<file path="config.mk">
export PLATFORM = sky130hd
export DESIGN_NAME = pirm_cell
export DESIGN_NICKNAME = d
export VERILOG_FILES = /design/src/rtl/pirm_pkg.sv /design/src/rtl/pirm_cell.sv
export SDC_FILE = /design/constraint.sdc
export NUM_CORES = 1
export LEC_CHECK = 0
export ABC_AREA = 1
export CORE_ASPECT_RATIO = 2
export CORE_MARGIN = 10
export CORE_UTILIZATION = 50
export DETAILED_ROUTE_END_ITERATION = 12
export DONT_BUFFER_PORTS = 1
export PLACE_DENSITY = 0.66
export SLEW_MARGIN = 20
export SYNTH_ARGS = -nofsm -noshare
export SYNTH_HDL_FRONTEND = slang
export SYNTH_SLANG_ARGS = --single-unit
</file>
<file path="constraint.sdc">
create_clock -name clk -period 4.8 [get_ports clk]
set_clock_uncertainty 0.2 [all_clocks]
set_input_delay 0.72 -clock clk [delete_from_list [all_inputs] [get_ports clk]]
set_output_delay 0.72 -clock clk [all_outputs]
set_load 0.05 [all_outputs]
</file>
<file path="src/rtl/pirm_pkg.sv">
// Package for the positional insert range minimum block: sizes, codes and shared types.
package pirm_pkg;

	localparam int CAPACITY = 1024;
	localparam int VALUE_W  = 32;
	localparam int POS_W    = 11;
	localparam int IDX_W    = (CAPACITY > 1) ? $clog2(CAPACITY) : 1;
	localparam int CNT_W    = $clog2(CAPACITY + 1);
	localparam int CMP_W    = (CNT_W > POS_W) ? CNT_W : POS_W;

	localparam logic signed [VALUE_W-1:0] EMPTY_SENTINEL = VALUE_W'(1000000000);

	localparam logic CMD_INSERT = 1'b0;
	localparam logic CMD_QUERY  = 1'b1;

	localparam logic STATUS_DONE = 1'b0;
	localparam logic STATUS_FULL = 1'b1;

	typedef enum logic [1:0] {
		ST_IDLE,
		ST_SCAN,
		ST_RESULT
	} state_t;

	// Broadcast to every cell when an insert is taken.
	typedef struct packed {
		logic               en;
		logic [IDX_W-1:0]   pos;
		logic [VALUE_W-1:0] value;
	} ins_t;

	// Inclusive 0-based bounds of the range being scanned.
	typedef struct packed {
		logic [IDX_W-1:0] lo;
		logic [IDX_W-1:0] hi;
	} qry_t;

	// Running minimum that travels down the chain, one cell per cycle.
	typedef struct packed {
		logic               valid;
		logic               have;
		logic [VALUE_W-1:0] acc;
	} tok_t;

endpackage

</file>
<file path="src/rtl/pirm_cell.sv">
// One storage cell of the chain: holds a value, shifts on insert, folds the passing minimum.
module pirm_cell (
	input  logic                          clk,
	input  logic                          arst_n,
	input  logic [pirm_pkg::IDX_W-1:0]    cell_index,
	input  pirm_pkg::ins_t                ins,
	input  pirm_pkg::qry_t                qry,
	input  logic [pirm_pkg::VALUE_W-1:0]  prev_value,
	input  pirm_pkg::tok_t                tok_in,
	output logic [pirm_pkg::VALUE_W-1:0]  cell_value,
	output pirm_pkg::tok_t                tok_out
);
	import pirm_pkg::*;

	logic [VALUE_W-1:0] val_q;
	tok_t               tok_q;
	tok_t               tok_d;
	logic               in_range;

	assign in_range = (cell_index >= qry.lo) && (cell_index <= qry.hi);

	always_comb begin
		tok_d = tok_in;
		if (tok_in.valid && in_range &&
		    (!tok_in.have || ($signed(val_q) < $signed(tok_in.acc)))) begin
			tok_d.have = 1'b1;
			tok_d.acc  = val_q;
		end
	end

	// Cells past the insert point take their left neighbor's value.
	always_ff @(posedge clk) begin
		if (ins.en) begin
			if (cell_index == ins.pos) begin
				val_q <= ins.value;
			end else if (cell_index > ins.pos) begin
				val_q <= prev_value;
			end
		end
	end

	always_ff @(posedge clk or negedge arst_n) begin
		if (!arst_n) begin
			tok_q <= '0;
		end else begin
			tok_q <= tok_d;
		end
	end

	assign cell_value = val_q;
	assign tok_out    = tok_q;

endmodule

</file>
==> out/summary.json, run 1 <==
{
  "timing.max_slew.rel_slack": 0.340,
  "tritoncts.num_buffers": 9,
  "detailedRoute.firstIterationViolations": 131,
  "total_half_perimeter_wirelength_after_legalization_and_detailed_placement_mm": 10.3,
  "global_route.overflow_total": 0,
  "clkSinkCount": 66,
  "crit_arrival_ns": 2.92,
  "slew_violations": 0,
  "worst-slew-pin-transition_ns": 0.984,
  "fp.dieW_um": 86.9,
  "worst_skew_late_latency_ns": 0.32,
  "place.port_buffers": 0,
  "postLayoutSetupSlackWorst_ns": 1.75,
  "synth-seq-cells": 66,
  "cp_slowest_stage_delay_ns": 0.88,
  "grt_start_max_net_pins": 35,
  "synth_area_leader_cell": "sky130_fd_sc_hd__edfxtp_1",
  "cts-htree-levels": 3,
  "reg2reg_slack_ns": 1.80,
  "finalHoldViolations": 0,
  "post_synth_edffs": 32,
  "fin_setup_tns_ns": 0,
  "power.density_cell_area_mw_per_mm2": 369,
  "clk_path_buf_depth": 2,
  "die_area_mm2": 0.0134,
  "ys_dominant_reg_cell": "sky130_fd_sc_hd__dfrtp_1",
  "detailedRoute.firstPassIterationCount": 4,
  "grt_antenna_before_repair": 0,
  "top_area_cells_in_the_synthesized_netlist": "sky130_fd_sc_hd__edfxtp_1, sky130_fd_sc_hd__dfrtp_1, sky130_fd_sc_hd__ha_1",
  "initial_core_util": 0.514,
  "num-fill-cells": 789,
  "critical_path.max_fanout": 33,
  "status": "finished, final reports clean",
  "total_area_of_sequential_cells_mm2": 0.00181,
  "mappedNetlistNets": 736,
  "core_region_mm2": 0.00871,
  "worst_setup_path_start_kind": "primary input",
  "rsz0062_at_grt": "no",
  "io_pins": 207,
  "final.min_clock_period_ns": 3.05,
  "detail_route.vias_per_cell": 5.46,
  "synth.cell_area_mm2": 0.00448,
  "syn_inst": 534,
  "synth.distinct_cells": 33,
  "maxClockFrequency_mhz": 328,
  "cts_setup_buffers": 0,
  "cellLeakagePower_nw": 2.52,
  "final-setup-viol-count": 0,
  "multi_input_comb_area_mm2": 0.00225,
  "cp_data_required_time_ns": 4.67,
  "setup.worst_path.class": "in -> reg",
  "max-cap-violations": 0,
  "wl_per_cell_um": 19.6,
  "cts-root-buf": "sky130_fd_sc_hd__clkbuf_16",
  "worst_setup_path_end_kind": "flip-flop",
  "critical_path.slowest_cell": "sky130_fd_sc_hd__clkinv_1",
  "die_height_um": 154,
  "preCtsSetupSlack_ns": 1.52,
  "synth_largest_type_area_fraction": 0.215,
  "cts_tree": "done",
  "share_of_flip_flops_with_an_asynchronous_set_or_reset": 0.515,
  "vias_in_the_first_global_route": 3794,
  "r2r.worst_path.cells": 12,
  "crit_chain": "inv_1 -> ha_1 -> nand2_1 -> nor2_1 -> nand3_1 -> buf_4 -> clkinv_1 -> nand2_1 -> nand2_1",
  "post_synth_top_cells": "sky130_fd_sc_hd__nand2_1, sky130_fd_sc_hd__inv_1, sky130_fd_sc_hd__ha_1, sky130_fd_sc_hd__nand2_2",
  "post-synth-top-count-cell": "sky130_fd_sc_hd__nand2_1",
  "cts.repair.resized": 0,
  "final_layout_size_suffix_gt1_frac": 0.125,
  "grt_util_all_layers": 0.183,
  "routabilityCongestion": 0.844,
  "min_period_over_period": 0.635,
  "vias": 3483,
  "ys_seq_area_frac": 0.404,
  "placement_rows": 48,
  "route.antenna.remaining_nets": 0,
  "reg2reg_end": "tok_out[0]",
  "area_growth_pct": 7.01,
  "synth.yosys.warnings": 0,
  "vdd.ir_drop.worst_mv": 0.215,
  "antenna-diode-count": 0,
  "route.final.wire_length_mm": 12.5,
  "first_pass_grt_wire_length_mm": 18.9,
  "clkTransAtPathRegs_ns": 0.06,
  "drc": 0,
  "nets": 735,
  "timing.rr.start": "cell_value[17]",
  "hold_class": "in -> async",
  "crit_path_frequent_cell": "sky130_fd_sc_hd__nand2_1",
  "synth_area_per_cell_um2": 8.39
}
[state kept, by name, indices dropped and copies added, names as in the netlist]
register,count
tok_out,34
cell_value,32
[timing repair]
item / 4_1_cts / 5_1_grt
endpoints found under the hold margin: 34 / 0
hold buffers: 1 / 0
endpoints found under the setup margin: 0 / 0
[area by class of cell]
cell class | instances | area share
repair buffers | 3 | 0.00731
inverters | 76 | 0.0595
well taps | 100 | 0.0261
clock buffers | 11 | 0.0530
clock inverters | 5 | 0.00574
flip-flops and latches | 66 | 0.378
multi-input cells | 377 | 0.470
[placed cells by master (no fill, tap or decap), types with 2 or more instances in the layout]
| cell | Yosys | routed |
|---|---|---|
| sky130_fd_sc_hd__nand2_1 | 176 | 176 |
| sky130_fd_sc_hd__dfrtp_1 | 34 | 34 |
| sky130_fd_sc_hd__buf_4 | 6 | 2 |
| sky130_fd_sc_hd__a21oi_1 | 26 | 26 |
| sky130_fd_sc_hd__nand2_2 | 35 | 35 |
| sky130_fd_sc_hd__nand3_1 | 34 | 34 |
| sky130_fd_sc_hd__clkinv_1 | 1 | 3 |
| sky130_fd_sc_hd__o21ai_0 | 6 | 6 |
| sky130_fd_sc_hd__edfxtp_1 | 32 | 32 |
| sky130_fd_sc_hd__nor2_2 | 2 | 2 |
| sky130_fd_sc_hd__o21a_1 | 3 | 3 |
| sky130_fd_sc_hd__clkbuf_16 | 0 | 10 |
| sky130_fd_sc_hd__o211ai_1 | 2 | 2 |
| sky130_fd_sc_hd__nand3_2 | 3 | 3 |
| sky130_fd_sc_hd__ha_1 | 61 | 61 |
| sky130_fd_sc_hd__nor2_1 | 11 | 11 |
| sky130_fd_sc_hd__a21oi_2 | 3 | 3 |
| sky130_fd_sc_hd__nand4_1 | 3 | 3 |
| sky130_fd_sc_hd__inv_1 | 74 | 73 |
| sky130_fd_sc_hd__clkinv_2 | 0 | 3 |
[per-stage QoR]
step                utilization  cell area, µm²  cells  hold WS (ns)  power, W
detailed placement        0.516            4490    621         0.225   0.00117
global route              0.550            4790    638        0.0188   0.00185
CTS                       0.550            4790    638        0.0182   0.00179
finish                    0.550            4790    638        0.0176   0.00177
floorplan                     -            4480    534         0.224   0.00111
global placement          0.516            4490    621         0.225   0.00116
[metal layers]
metal / vias to the layer above / part of all wire / global-route usage
met5: - / 0 / 0
met2: 170 / 0.57 / 0.345
met1: 1570 / 0.29 / 0.154
li1: 1721 / - / -
met3: 22 / 0.11 / 0.0788
met4: 0 / 0.028 / 0.0838
[cells by family (layout without fill, tap and decap cells)]
| logic type | count (synthesis) | after routing | share of synthesized area |
|---|---|---|---|
| AOI/OAI and AO/OA | 44 | 44 | 0.0570 |
| and+or+nand+nor | 272 | 272 | 0.276 |
| DFF | 66 | 66 | 0.404 |
| buffers and inverters | 91 | 95 | 0.0922 |
| adders and majority gates | 61 | 61 | 0.170 |
[power by group]
group,internal (W),total (W),switching (W)
registers,0.000657,0.000902,0.000245
logic,0.0000995,0.000257,0.000157
clock network,0.000377,0.000612,0.000235
total,0.00113,0.00177,0.000637
[worst max-delay path by stage]
stage,cells past startpoint,from,slack (ns),endpoint
3_3_place_gp,12,qry[5],1.60,tok_out[11]
2_1_floorplan,9,ins[35],1.96,cell_value[0]
4_1_cts,12,cell_value[17],1.74,tok_out[0]
5_1_grt,9,cell_index[0],1.47,cell_value[0]
6_report,9,cell_index[0],1.75,cell_value[20]
3_5_place_dp,12,qry[3],1.52,tok_out[0]
[critical path: cells and delay by family]
kind	cells	cell delay (ns)
adders and majority gates	1	0.29
buffers and inverters	3	1.29
and+or+nand+nor	5	0.61
(Power assumes the default switching activity.)
==> inputs of run 2 (changes only) <==
PLACE_DENSITY = 0.69   (was 0.66)
clock period = 2.6 ns   (was 4.8 ns; I/O delays follow)
==> out/summary.json, run 2 (synthesized netlist as in run 1, its figures left out) <==
{
  "grt_antenna_before_repair": 0,
  "tritoncts.num_buffers": 9,
  "nets": 811,
  "route.antenna.remaining_nets": 0,
  "clkSinkCount": 66,
  "clkTransAtPathRegs_ns": 0.06,
  "detail_route.vias_per_cell": 5.38,
  "worst-slew-pin-transition_ns": 0.512,
  "final_standard_cell_area_without_fillers_mm2": 0.00550,
  "final.min_clock_period_ns": 2.32,
  "die_height_um": 154,
  "cp_slowest_stage_delay_ns": 0.41,
  "fp.dieW_um": 86.9,
  "max-cap-violations": 0,
  "most-common-layout-cells": "sky130_fd_sc_hd__nand2_1, sky130_fd_sc_hd__inv_1, sky130_fd_sc_hd__ha_1",
  "critical_path.n_buffers_inverters": 1,
  "min_period_over_period": 0.893,
  "initial_core_util": 0.514,
  "first_pass_grt_wire_length_mm": 21.4,
  "wl_per_cell_um": 20.0,
  "detailedRoute.firstPassIterationCount": 4,
  "cts.repair.resized": 0,
  "routabilityCongestion": 0.888,
  "worst_skew_late_latency_ns": 0.33,
  "route.final.wire_length_mm": 14.3,
  "cts-root-buf": "sky130_fd_sc_hd__clkbuf_16",
  "global_route.overflow_total": 0,
  "totalPowerFinal_w": 0.00361,
  "cts_setup_buffers": 0,
  "finalHoldViolations": 0,
  "cts_tree": "done",
  "hold_class": "in -> reg",
  "io_pins": 207,
  "vias": 3841,
  "cp_data_required_time_ns": 2.67,
  "vias_in_the_first_global_route": 4155,
  "timing.critical_path.max_delay_family": "simple AND/OR/NAND/NOR gates",
  "critical_path.slowest_cell": "sky130_fd_sc_hd__edfxtp_1",
  "timing.max_slew.rel_slack": 0.659,
  "final_core_util": 0.632,
  "detailedRoute.firstIterationViolations": 148,
  "drc": 0,
  "place.port_buffers": 0,
  "core_region_mm2": 0.00871,
  "power.density_cell_area_mw_per_mm2": 656,
  "clk_path_buf_depth": 2,
  "worstHoldStart": "ins[18]",
  "vdd.ir_drop.worst_mv": 0.351,
  "layout_commonest_cell": "sky130_fd_sc_hd__nand2_1",
  "fin_setup_tns_ns": 0,
  "total_half_perimeter_wirelength_after_legalization_and_detailed_placement_mm": 11.4,
  "hold_buffers": 36,
  "worst_setup_path_start_kind": "flip-flop",
  "crit_chain": "ha_1 -> a21oi_1 -> o21ai_1 -> nand2_1 -> nand3_2 -> a21oi_2 -> nand3_2 -> nand3_4 -> buf_4 -> nand3_1 -> nand2_1",
  "num-fill-cells": 731,
  "crit_arrival_ns": 2.39,
  "grt_start_max_net_pins": 35,
  "worstSetupStartpoint": "cell_value[19]",
  "area_growth_pct": 22.9,
  "slew_violations": 0,
  "placement_rows": 48,
  "placedInstanceArea_mm2": 0.00480,
  "grt_util_all_layers": 0.208,
  "largest_reg_flops": 34,
  "worst_setup_path_end_kind": "flip-flop",
  "rsz0062_at_grt": "no",
  "cellLeakagePower_nw": 2.89,
  "final_layout_size_suffix_gt1_frac": 0.178,
  "antenna-diode-count": 0,
  "final-setup-viol-count": 0,
  "status": "finished, final reports clean",
  "setup.worst_path.class": "reg -> reg",
  "die_area_mm2": 0.0134,
  "maxClockFrequency_mhz": 431,
  "cts-htree-levels": 3,
  "timing.rr.start": "cell_value[19]",
  "critical_path.max_fanout": 20
}
## run 2: cell count changes in the layout (fill, tap and decap cells not counted), moves of 2 or more
cell and change:
sky130_fd_sc_hd__buf_4 +41, sky130_fd_sc_hd__clkinv_2 -3, sky130_fd_sc_hd__clkinv_1 -2, sky130_fd_sc_hd__dlygate4sd3_1 +35
## run 2: worst register-to-register path, cell delays in order, from the launching register on
cell and delay (ns):
sky130_fd_sc_hd__edfxtp_1 0.41, sky130_fd_sc_hd__ha_1 0.31, sky130_fd_sc_hd__a21oi_1 0.16, sky130_fd_sc_hd__o21ai_1 0.09, sky130_fd_sc_hd__nand2_1 0.09, sky130_fd_sc_hd__nand3_2 0.08, sky130_fd_sc_hd__a21oi_2 0.17, sky130_fd_sc_hd__nand3_2 0.11
sky130_fd_sc_hd__nand3_4 0.13, sky130_fd_sc_hd__buf_4 0.27, sky130_fd_sc_hd__nand3_1 0.15, sky130_fd_sc_hd__nand2_1 0.09
## run 2: report_power, final
| group | total [W] | internal (W) | switching (W) | leakage (nW) |
|---|---|---|---|---|
| registers | 0.00146 | 0.00121 | 0.000256 | 0.697 |
| clock network | 0.00132 | 0.000864 | 0.000456 | 0.160 |
| logic | 0.000827 | 0.000290 | 0.000537 | 2.03 |
| total | 0.00361 | 0.00236 | 0.00125 | 2.89 |
## run 2: layout make-up
type	instances	area [µm²]	share of cell area
Timing Repair Buffer	79	693	0.126
Multi-Input combinational cell	377	2250	0.410
Clock inverter	4	55.1	0.0100
Tap cell	100	125	0.0227
Sequential cell	66	1810	0.329
Inverter	76	285	0.0518
Clock buffer	12	279	0.0507
## run 2: per-stage QoR
step | worst slack, ns | std cells | hold slack [ns]
2_1_floorplan | 0.0875 | 534 | -0.106
3_3_place_gp | 0.0572 | 662 | -0.105
4_1_cts | 0.277 | 714 | 0.0303
6_report | 0.279 | 714 | 0.0374
5_1_grt | 0.0737 | 714 | 0.0392
3_5_place_dp | -0.0208 | 662 | -0.105
## run 2: worst paths after layout
kind                                  endpoint  slack [ns]  cells past startpoint
worst max register to register     tok_out[20]        0.28                     11
max in group asynchronous           tok_out[9]        1.69                      2
worst min-delay path            cell_value[18]        0.04                      2
worst max-delay path               tok_out[20]        0.28                     11
worst min register to register     tok_out[15]        0.54                      3
min in group asynchronous          tok_out[19]        0.30                      2
## run 2: per-layer routing
metal | GRT usage | part of all wire
met2 | 0.395 | 0.56
met1 | 0.176 | 0.30
met3 | 0.0698 | 0.090
met5 | 0 | 0
met4 | 0.113 | 0.045
