===== src/rtl/pirm_pkg.sv =====
// Package for the positional insert range minimum block: sizes, codes and shared types.
package pirm_pkg;

	localparam int CAPACITY = 1024;
	localparam int VALUE_W  = 32;
	localparam int POS_W    = 11;
	localparam int IDX_W    = (CAPACITY > 1) ? $clog2(CAPACITY) : 1;
	localparam int CNT_W    = $clog2(CAPACITY + 1);
	localparam int CMP_W    = (CNT_W > POS_W) ? CNT_W : POS_W;

	localparam logic signed [VALUE_W-1:0] EMPTY_SENTINEL = VALUE_W'(1000000000);

	localparam logic CMD_INSERT = 1'b0;
	localparam logic CMD_QUERY  = 1'b1;

	localparam logic STATUS_DONE = 1'b0;
	localparam logic STATUS_FULL = 1'b1;

	typedef enum logic [1:0] {
		ST_IDLE,
		ST_SCAN,
		ST_RESULT
	} state_t;

	// Broadcast to every cell when an insert is taken.
	typedef struct packed {
		logic               en;
		logic [IDX_W-1:0]   pos;
		logic [VALUE_W-1:0] value;
	} ins_t;

	// Inclusive 0-based bounds of the range being scanned.
	typedef struct packed {
		logic [IDX_W-1:0] lo;
		logic [IDX_W-1:0] hi;
	} qry_t;

	// Running minimum that travels down the chain, one cell per cycle.
	typedef struct packed {
		logic               valid;
		logic               have;
		logic [VALUE_W-1:0] acc;
	} tok_t;

endpackage


===== src/rtl/pirm_in_if.sv =====
// Input channel: command beats carrying insert and query requests.
interface pirm_in_if;
	import pirm_pkg::*;

	logic                       valid;
	logic                       ready;
	logic                       command;
	logic [POS_W-1:0]           position;
	logic signed [VALUE_W-1:0]  value;
	logic [POS_W-1:0]           range_first;
	logic [POS_W-1:0]           range_last;

	modport source (
		output valid, command, position, value, range_first, range_last,
		input  ready
	);

	modport sink (
		input  valid, command, position, value, range_first, range_last,
		output ready
	);

endinterface


===== src/rtl/pirm_out_if.sv =====
// Output channel: one result beat per request.
interface pirm_out_if;
	import pirm_pkg::*;

	logic                       valid;
	logic                       ready;
	logic signed [VALUE_W-1:0]  minimum;
	logic                       status;

	modport source (
		output valid, minimum, status,
		input  ready
	);

	modport sink (
		input  valid, minimum, status,
		output ready
	);

endinterface


===== src/rtl/pirm_ctrl.sv =====
// Controller: takes requests, keeps the entry count, launches scans and holds the result beat.
module pirm_ctrl (
	input  logic             clk,
	input  logic             arst_n,
	pirm_in_if.sink          request,
	pirm_out_if.source       response,
	input  pirm_pkg::tok_t   tail,
	output pirm_pkg::ins_t   ins,
	output pirm_pkg::qry_t   qry,
	output pirm_pkg::tok_t   head
);
	import pirm_pkg::*;

	state_t                state_q;
	state_t                state_d;
	logic [CNT_W-1:0]      count_q;
	qry_t                  qry_q;
	tok_t                  inject_q;
	logic [VALUE_W-1:0]    res_min_q;
	logic                  res_status_q;
	logic                  out_valid_q;
	logic [VALUE_W-1:0]    out_min_q;
	logic                  out_status_q;

	logic                  accept;
	logic                  ins_cmd;
	logic                  full;
	logic                  load_out;
	logic [CMP_W-1:0]      count_w;
	logic [CMP_W-1:0]      pos_w;
	logic [CMP_W-1:0]      pos_eff;
	logic [CMP_W-1:0]      first_eff;
	logic [CMP_W-1:0]      last_w;
	logic [CMP_W-1:0]      last_eff;
	logic                  empty;

	assign count_w   = CMP_W'(count_q);
	assign pos_w     = CMP_W'(request.position);
	assign pos_eff   = (pos_w > count_w) ? count_w : pos_w;
	assign first_eff = (request.range_first == '0) ? CMP_W'(1) : CMP_W'(request.range_first);
	assign last_w    = CMP_W'(request.range_last);
	assign last_eff  = (last_w > count_w) ? count_w : last_w;
	assign empty     = first_eff > last_eff;
	assign full      = count_q == CNT_W'(CAPACITY);
	assign ins_cmd   = request.command == CMD_INSERT;
	assign accept    = request.valid && request.ready;

	// Outputs of the state machine.
	always_comb begin
		request.ready = state_q == ST_IDLE;
		load_out      = (state_q == ST_RESULT) && (!out_valid_q || response.ready);
		ins.en        = accept && ins_cmd && !full;
		ins.pos       = IDX_W'(pos_eff);
		ins.value     = request.value;
	end

	always_comb begin
		state_d = state_q;
		unique case (state_q)
			ST_IDLE: begin
				if (accept) begin
					if (ins_cmd || empty) begin
						state_d = ST_RESULT;
					end else begin
						state_d = ST_SCAN;
					end
				end
			end
			ST_SCAN: begin
				if (tail.valid) begin
					state_d = ST_RESULT;
				end
			end
			ST_RESULT: begin
				if (load_out) begin
					state_d = ST_IDLE;
				end
			end
			default: state_d = ST_IDLE;
		endcase
	end

	always_ff @(posedge clk or negedge arst_n) begin
		if (!arst_n) begin
			state_q     <= ST_IDLE;
			count_q     <= '0;
			inject_q    <= '0;
			out_valid_q <= 1'b0;
		end else begin
			state_q        <= state_d;
			inject_q.valid <= accept && !ins_cmd && !empty;
			inject_q.have  <= 1'b0;
			inject_q.acc   <= '0;
			if (ins.en) begin
				count_q <= count_q + CNT_W'(1);
			end
			if (load_out) begin
				out_valid_q <= 1'b1;
			end else if (response.ready) begin
				out_valid_q <= 1'b0;
			end
		end
	end

	always_ff @(posedge clk) begin
		if (accept) begin
			if (ins_cmd) begin
				res_min_q    <= '0;
				res_status_q <= full ? STATUS_FULL : STATUS_DONE;
			end else begin
				res_min_q    <= EMPTY_SENTINEL;
				res_status_q <= STATUS_DONE;
				qry_q.lo     <= IDX_W'(first_eff - CMP_W'(1));
				qry_q.hi     <= IDX_W'(last_eff - CMP_W'(1));
			end
		end
		if ((state_q == ST_SCAN) && tail.valid) begin
			res_min_q <= tail.acc;
		end
		if (load_out) begin
			out_min_q    <= res_min_q;
			out_status_q <= res_status_q;
		end
	end

	assign qry              = qry_q;
	assign head             = inject_q;
	assign response.valid   = out_valid_q;
	assign response.minimum = out_min_q;
	assign response.status  = out_status_q;

endmodule


===== src/flat_wrapper.sv =====
// flat-port wrapper written by rule: the top's interface ports become plain ports
module pirm_ctrl_flat import pirm_pkg::*;
  (clk, arst_n, tail, ins, qry, head, request_valid, request_command, request_position, request_value, request_range_first, request_range_last, request_ready, response_valid, response_minimum, response_status, response_ready);
  pirm_in_if request_i ();
  pirm_out_if response_i ();
  input  logic clk;
  input  logic arst_n;
  input  pirm_pkg::tok_t tail;
  output pirm_pkg::ins_t ins;
  output pirm_pkg::qry_t qry;
  output pirm_pkg::tok_t head;
  input wire logic [$bits(request_i.valid)-1:0] request_valid;
  input wire logic [$bits(request_i.command)-1:0] request_command;
  input wire logic [$bits(request_i.position)-1:0] request_position;
  input wire logic [$bits(request_i.value)-1:0] request_value;
  input wire logic [$bits(request_i.range_first)-1:0] request_range_first;
  input wire logic [$bits(request_i.range_last)-1:0] request_range_last;
  output wire logic [$bits(request_i.ready)-1:0] request_ready;
  output wire logic [$bits(response_i.valid)-1:0] response_valid;
  output wire logic [$bits(response_i.minimum)-1:0] response_minimum;
  output wire logic [$bits(response_i.status)-1:0] response_status;
  input wire logic [$bits(response_i.ready)-1:0] response_ready;
  assign request_i.valid = request_valid;
  assign request_i.command = request_command;
  assign request_i.position = request_position;
  assign request_i.value = request_value;
  assign request_i.range_first = request_range_first;
  assign request_i.range_last = request_range_last;
  assign request_ready = request_i.ready;
  assign response_valid = response_i.valid;
  assign response_minimum = response_i.minimum;
  assign response_status = response_i.status;
  assign response_i.ready = response_ready;
  pirm_ctrl u_core (.clk(clk), .arst_n(arst_n), .request(request_i), .response(response_i), .tail(tail), .ins(ins), .qry(qry), .head(head));
endmodule

===== config.mk =====
export PLATFORM = sky130hd
export DESIGN_NAME = pirm_ctrl_flat
export DESIGN_NICKNAME = d
export VERILOG_FILES = /design/src/rtl/pirm_pkg.sv /design/src/rtl/pirm_in_if.sv /design/src/rtl/pirm_out_if.sv /design/src/rtl/pirm_ctrl.sv /design/src/flat_wrapper.sv
export SDC_FILE = /design/constraint.sdc
export NUM_CORES = 1
export LEC_CHECK = 0
export ABC_AREA = 1
export BUFFER_PORTS_ARGS = -buffer_cell sky130_fd_sc_hd__clkbuf_2
export CORE_MARGIN = 3
export CORE_UTILIZATION = 25
export CTS_CLUSTER_DIAMETER = 200
export DETAILED_ROUTE_END_ITERATION = 12
export PLACE_DENSITY = 0.52
export SKIP_CTS_REPAIR_TIMING = 1
export SLEW_MARGIN = 0
export SYNTH_ARGS = -nofsm -noshare
export SYNTH_HDL_FRONTEND = slang
export SYNTH_SLANG_ARGS = --single-unit

===== constraint.sdc =====
create_clock -name clk -period 8 [get_ports clk]
set_input_delay 1.6 -clock clk [delete_from_list [all_inputs] [get_ports clk]]
set_output_delay 1.6 -clock clk [all_outputs]
set_load 0.02 [all_outputs]

==> results.txt, run 1 <==
Die area: 0.02440 mm²
I/O Buffers: 137
Worst Min Path Start: u_core.res_min_q[26]
Max-cap violations: 0
Cell-internal power: 1.104 mW
Worst Path Required: 6.40 ns
Sequential-to-total area share from yosys stat: 0.5244
Sequential cell fraction of total power: 0.459
Unrepaired setup endpoints after global routing: false
Max-slew violation count: 0
Synthesized instance count: 563
Most frequent cells in the layout: clkbuf_2 (137), nand2_1 (88), edfxtp_1 (86), inv_1 (84), nor2_1 (41)
DR iter-0 viols: 76
GRT overflow: 0
CTS Buffer Depth: 2
Die Span Y: 156.2 µm
Detail Route Antenna Nets: 0
Number of detailed-route iterations in the first pass: 4
Worst-skew pair later-pin latency: 0.34 ns
Routed vias/inst: 4.008
R2r startpoint: u_core.count_q[8]
Final core occ: 0.2977
Post-synthesis register bit count: 101
Hold Path Cell Cnt: 0
Hpwl dp: 9593 µm
Synth top area cells: edfxtp_1 (46%), buf_4 (8.7%), ha_1 (8.2%), dfrtp_1 (6.7%), nand2_1 (5.9%)
FF-to-FF path depth: 17
Synth cell types: 36
Initial core utilization: 0.2561
Clock root cell: clkbuf_16
Syn_area_per_cell: 10.02 µm²
Post-synth EDFFs: 86
Antenna cell count: 0
Placed Area: 0.006267 mm²
Area of the mapped netlist: 0.005640 mm²
Fmax: 0.2040 GHz
Post-route minimum period: 4.902 ns
Area leader, netlist: edfxtp_1
Fin nets: 805
WL/cell: 12.95 µm
First-pass GRT wire length: 18,590 µm
Sink Count: 101
P_sw: 0.6299 mW
Drc violations: 0
Die Width: 156.2 µm
Initial antenna violation count: 0
TritonCTS buffer count: 9
GP Congestion: 0.7855
Critical Path AT: 3.30 ns
Pwr/cell area: 264.5 mW/mm²
Area of the core: 0.02203 mm²
Hold WC Path Type: reg -> reg
Clock Skew: 0.01201 ns
FF-to-FF End: u_core.state_q[0]
Final WS setup: 3.098 ns
Layout cells sized above 1: 0.2795
Hold_ws: 0.4191 ns
Largest net degree at the start of global routing: 34
Comb pwr share: 0.296
DP Worst Slack: 3.028 ns
WHS Endpoint: u_core.response.minimum[26]
Setup tns final: 0 ns
Area growth from synthesis to layout: 16.24%
Max-slew headroom: 0.3569
Most frequently used flop master after synthesis: edfxtp_1
Global Route Usage Sum: 0.09764
R2r setup slk: 4.92 ns
Hold Vio Cnt, Final: 0
Clk pwr share: 0.244
CP max FO: 20
WS Path Type: in -> out
Synth top area share: 0.4579
YS warnings: 0
Via count: 3,804
Row cnt: 54
Post-route cell area: 0.006556 mm²
Clock tree from TritonCTS: done
Crit end category: primary output
Finish-stage setup viols: 0
Worst VDD drop: 0.09661 mV
Final Routed Wirelength: 12,290 µm
Number of global-route vias before repair: 3,523
Status: completed
Post-synth ARST share: 0.1485
Startpoint Class: input pin
Static leakage: 3.162 nW
Clk slew on worst S/H paths: 0.08 ns
Actual slew at the worst max-slew pin: 0.9623 ns
CTS H-tree depth: 3
Commonest non-fill, non-tap cell in the layout: clkbuf_2
Switch share: 0.3632
Post-route clock period utilization: 0.6128
# IOs: 236
==> power groups by stage <==
stage,clock (mW),sequential [mW],combinational (mW)
after floorplan,0,0.888,0.286
after CTS,0.439,0.800,0.529
after detailed placement,0,0.811,0.527
final,0.424,0.796,0.514
after global placement,0,0.807,0.520
after global routing,0.464,0.812,0.577
==> how the worst max path moves through the flow <==
stage,slack [ns],cells past startpoint,to,from
2_1_floorplan,3.42,8,ins[32],request_position[10]
3_3_place_gp,3.02,9,ins[37],request_position[6]
3_5_place_dp,3.03,9,ins[37],request_position[6]
4_1_cts,3.02,9,ins[37],request_position[6]
5_1_grt,2.82,9,ins[37],request_position[6]
6_report,3.10,9,ins[37],request_position[10]
==> cells by family (layout without fill, tap and decap cells) <==
logic type	Yosys count	count (layout)	share of synthesized area
simple gates	180	180	0.1473
buf+inv	169	243	0.1571
flops	101	101	0.5244
compound gates	54	54	0.05590
fa+ha+maj	37	37	0.08208
xor+xnor	21	21	0.03261
other cells	1	33	0.0006648
==> metal layers <==
metal  GRT usage  up-vias  part of all wire
met4     0.03627        0             0.016
met5           0        -                 0
met1      0.1302     1746              0.46
met3     0.01748       11             0.051
met2      0.1590      121              0.48
li1            -     1926                 -
==> per-stage QoR <==
stage	power, mW	cells
6_report	1.734	949
5_1_grt	1.853	949
4_1_cts	1.767	949
3_5_place_dp	1.339	933
3_3_place_gp	1.327	933
2_1_floorplan	1.174	595
==> state kept, by name, summed over array words and instances (netlist names) <==
name / count
u_core.res_min_q: 32
u_core.response.minimum: 32
u_core.qry: 20
u_core.count_q: 11
u_core.state_q: 2
u_core.head: 1
u_core.res_status_q: 1
u_core.response.status: 1
u_core.response.valid: 1
==> cell type report <==
class / instances / area (µm²)
Clock inverter: 7 / 63.81
Sequential cell: 101 / 2958
Fill cell: 2364 / 15470
Tap cell: 280 / 350.3
Clock buffer: 9 / 225.2
Inverter: 87 / 326.6
Timing Repair Buffer: 140 / 708.2
Multi-Input combinational cell: 325 / 1924
==> worst max-delay path: stages <==
cell      delay, ns
clkbuf_2       0.09
ha_1           0.29
nand2_1        0.08
nor4_1         0.28
nand4_1        0.11
nand2_1        0.41
nand2_1        0.09
o21ai_0        0.12
clkbuf_2       0.23
==> cells in the mapped netlist, types with 5 or more instances <==
master    number
nand4_1        5
xor2_1        17
dfrtp_1       15
ha_1          37
nand2_1       88
nand3_1       14
a21oi_1       12
nor2_1        42
inv_1         84
buf_4         65
edfxtp_1      86
nand2_2        8
clkbuf_1      16
o21ai_0       31
Power figures use the tool's default switching activity.
==> run 2, diff against run 1 <==
clock period = 4.8 ns   (was 8 ns; I/O delays follow)
==> results.txt, run 2 (synthesized netlist as in run 1, its figures left out) <==
Post-route cell area: 0.006571 mm² (+0.23%)
FF-to-FF End: u_core.state_q[0]
Critical path origin: request_position[10]
Die Span Y: 156.2 µm (unchanged)
Fmax: 0.2695 GHz
Placed Area: 0.006282 mm² (+0.24%)
Max-slew violation count: 0 (unchanged)
# IOs: 236 (unchanged)
Clock Skew: 0.01045 ns (-0.001564 ns)
WL/cell: 12.96 µm (about the same)
Max-cap violations: 0 (unchanged)
Worst path cell trace: clkbuf_2 -> ha_1 -> nand2_1 -> nor4_1 -> nand4_1 -> nand2_1 -> nand2_1 -> o21ai_0 -> clkbuf_2
Finish-stage setup viols: 0 (unchanged)
Post-route clock period utilization: 0.7729
Detail Route Antenna Nets: 0 (unchanged)
Clock tree from TritonCTS: done
First-pass GRT wire length: 18,660 µm (+0.41%)
Hold Vio Cnt, Final: 0 (unchanged)
Max incr delay on CP: 0.42 ns (about the same)
Area of the core: 0.02203 mm² (unchanged)
Hold WC Path Type: reg -> reg
Worst VDD drop: 0.1607 mV (+66%)
Clock root cell: clkbuf_16
Row cnt: 54 (unchanged)
WS Path Type: in -> out
Sequential cell area: 0.002958 mm² (unchanged)
CP max stage cell: nand2_1
Die area: 0.02440 mm² (unchanged)
R2r startpoint: u_core.count_q[8]
Unrepaired setup endpoints after global routing: false
Via count: 3,805 (+0.026%)
CP max FO: 20 (unchanged)
Hpwl dp: 9614 µm (+0.22%)
Cell depth of the worst setup path: 9 (unchanged)
GRT overflow: 0 (unchanged)
Commonest non-fill, non-tap cell in the layout: clkbuf_2
Fin nets: 807 (+0.25%)
Post-route minimum period: 3.710 ns
Number of global-route vias before repair: 3,525 (+0.057%)
# fillers: 2,366 (+0.085%)
Post-route insts no fill: 951 (+0.21%)
Most frequent cells in the layout: clkbuf_2 (137), nand2_1 (88), edfxtp_1 (86), inv_1 (84), nor2_1 (41)
Sink Count: 101 (unchanged)
Setup tns final: 0 ns (unchanged)
CP bufs+invs: 2 (unchanged)
Most frequent CP cell: nand2_1
Crit end category: primary output
DR iter-0 viols: 109 (+43%)
TritonCTS buffer count: 9 (unchanged)
Pwr/cell area: 442.6 mW/mm² (+67%)
Hold_ws: 0.4188 ns (-0.0002350 ns)
Hold Path Cell Cnt: 0 (unchanged)
Die Width: 156.2 µm (unchanged)
CTS H-tree depth: 3 (unchanged)
Antenna cell count: 0 (unchanged)
Max-slew headroom: 0.3320 (-0.02498)
Number of detailed-route iterations in the first pass: 5 (+1)
Family with the most delay on the worst path: simple AND/OR/NAND/NOR gates
Area growth from synthesis to layout: 16.50%
Critical Path Sink: ins[37]
Startpoint Class: input pin
FF-to-FF path depth: 17 (unchanged)
Status: completed
Actual slew at the worst max-slew pin: 0.9997 ns (+0.03738 ns)
Initial antenna violation count: 0 (unchanged)
CTS Buffer Depth: 2 (unchanged)
R2r setup slk: 1.72 ns (-3.20 ns)
Global Route Usage Sum: 0.09785 (+0.0002164)
Final core occ: 0.2983 (+0.0006810)
Dpl cells: 935 (+0.21%)
Critical Path AT: 2.75 ns (-0.55 ns)
Final Routed Wirelength: 12,330 µm (+0.31%)
Worst-skew pair later-pin latency: 0.34 ns (about the same)
Drc violations: 0 (unchanged)
Multi-input gate area: 0.001924 mm² (unchanged)
I/O Buffers: 137 (unchanged)
Worst Path Required: 3.84 ns (-2.56 ns)
Initial core utilization: 0.2561 (unchanged)
Layout cells sized above 1: 0.2817 (+0.002147)
GP Congestion: 0.7810 (-0.57%)
Clk slew on worst S/H paths: 0.07 ns (about the same)
Routed vias/inst: 4.001 (-0.18%)
Static leakage: 3.171 nW (+0.29%)
Largest net degree at the start of global routing: 34 (unchanged)
run 2: changes by cell type in the layout (fill, tap and decap cells not counted), sizes merged:
cell / change
buf: +2
run 2: per-layer routing:
metal / share of wire / GRT usage / vias up
li1: - / - / 1932
met1: 0.46 / 0.1312 / 1737
met2: 0.47 / 0.1573 / 121
met3: 0.053 / 0.01942 / 15
met4: 0.020 / 0.03585 / 0
met5: 0 / 0 / -
run 2: final cells by class:
cell class / instances / share of cell area
clock inverter: 7 / 0.009711
tap: 280 / 0.05331
inverter: 87 / 0.04970
multi-input combinational: 325 / 0.2928
clock buffer: 9 / 0.03427
timing repair buffer: 142 / 0.1101
sequential: 101 / 0.4501
run 2: worst min-delay path by stage:
stage                                             end  slack (ns)                 start
after floorplan            u_core.response.minimum[0]        0.40   u_core.res_min_q[0]
after global placement    u_core.response.minimum[26]        0.40  u_core.res_min_q[26]
after detailed placement  u_core.response.minimum[17]        0.41  u_core.res_min_q[17]
after CTS                 u_core.response.minimum[30]        0.42  u_core.res_min_q[30]
after global routing      u_core.response.minimum[26]        0.43  u_core.res_min_q[26]
final                     u_core.response.minimum[30]        0.42  u_core.res_min_q[30]
run 2: per-stage QoR:
stage | power [mW] | setup slack, ns
floorplan | 1.957 | 1.503
global placement | 2.227 | 0.9961
detailed placement | 2.244 | 1.025
CTS | 2.957 | 1.018
global route | 3.095 | 0.8072
finish | 2.909 | 1.090
run 2: power by group:
group | internal, mW | switching, mW | total (mW)
sequential | 1.24 | 0.0929 | 1.33
clock | 0.363 | 0.343 | 0.706
combinational | 0.248 | 0.622 | 0.870
total | 1.85 | 1.06 | 2.91
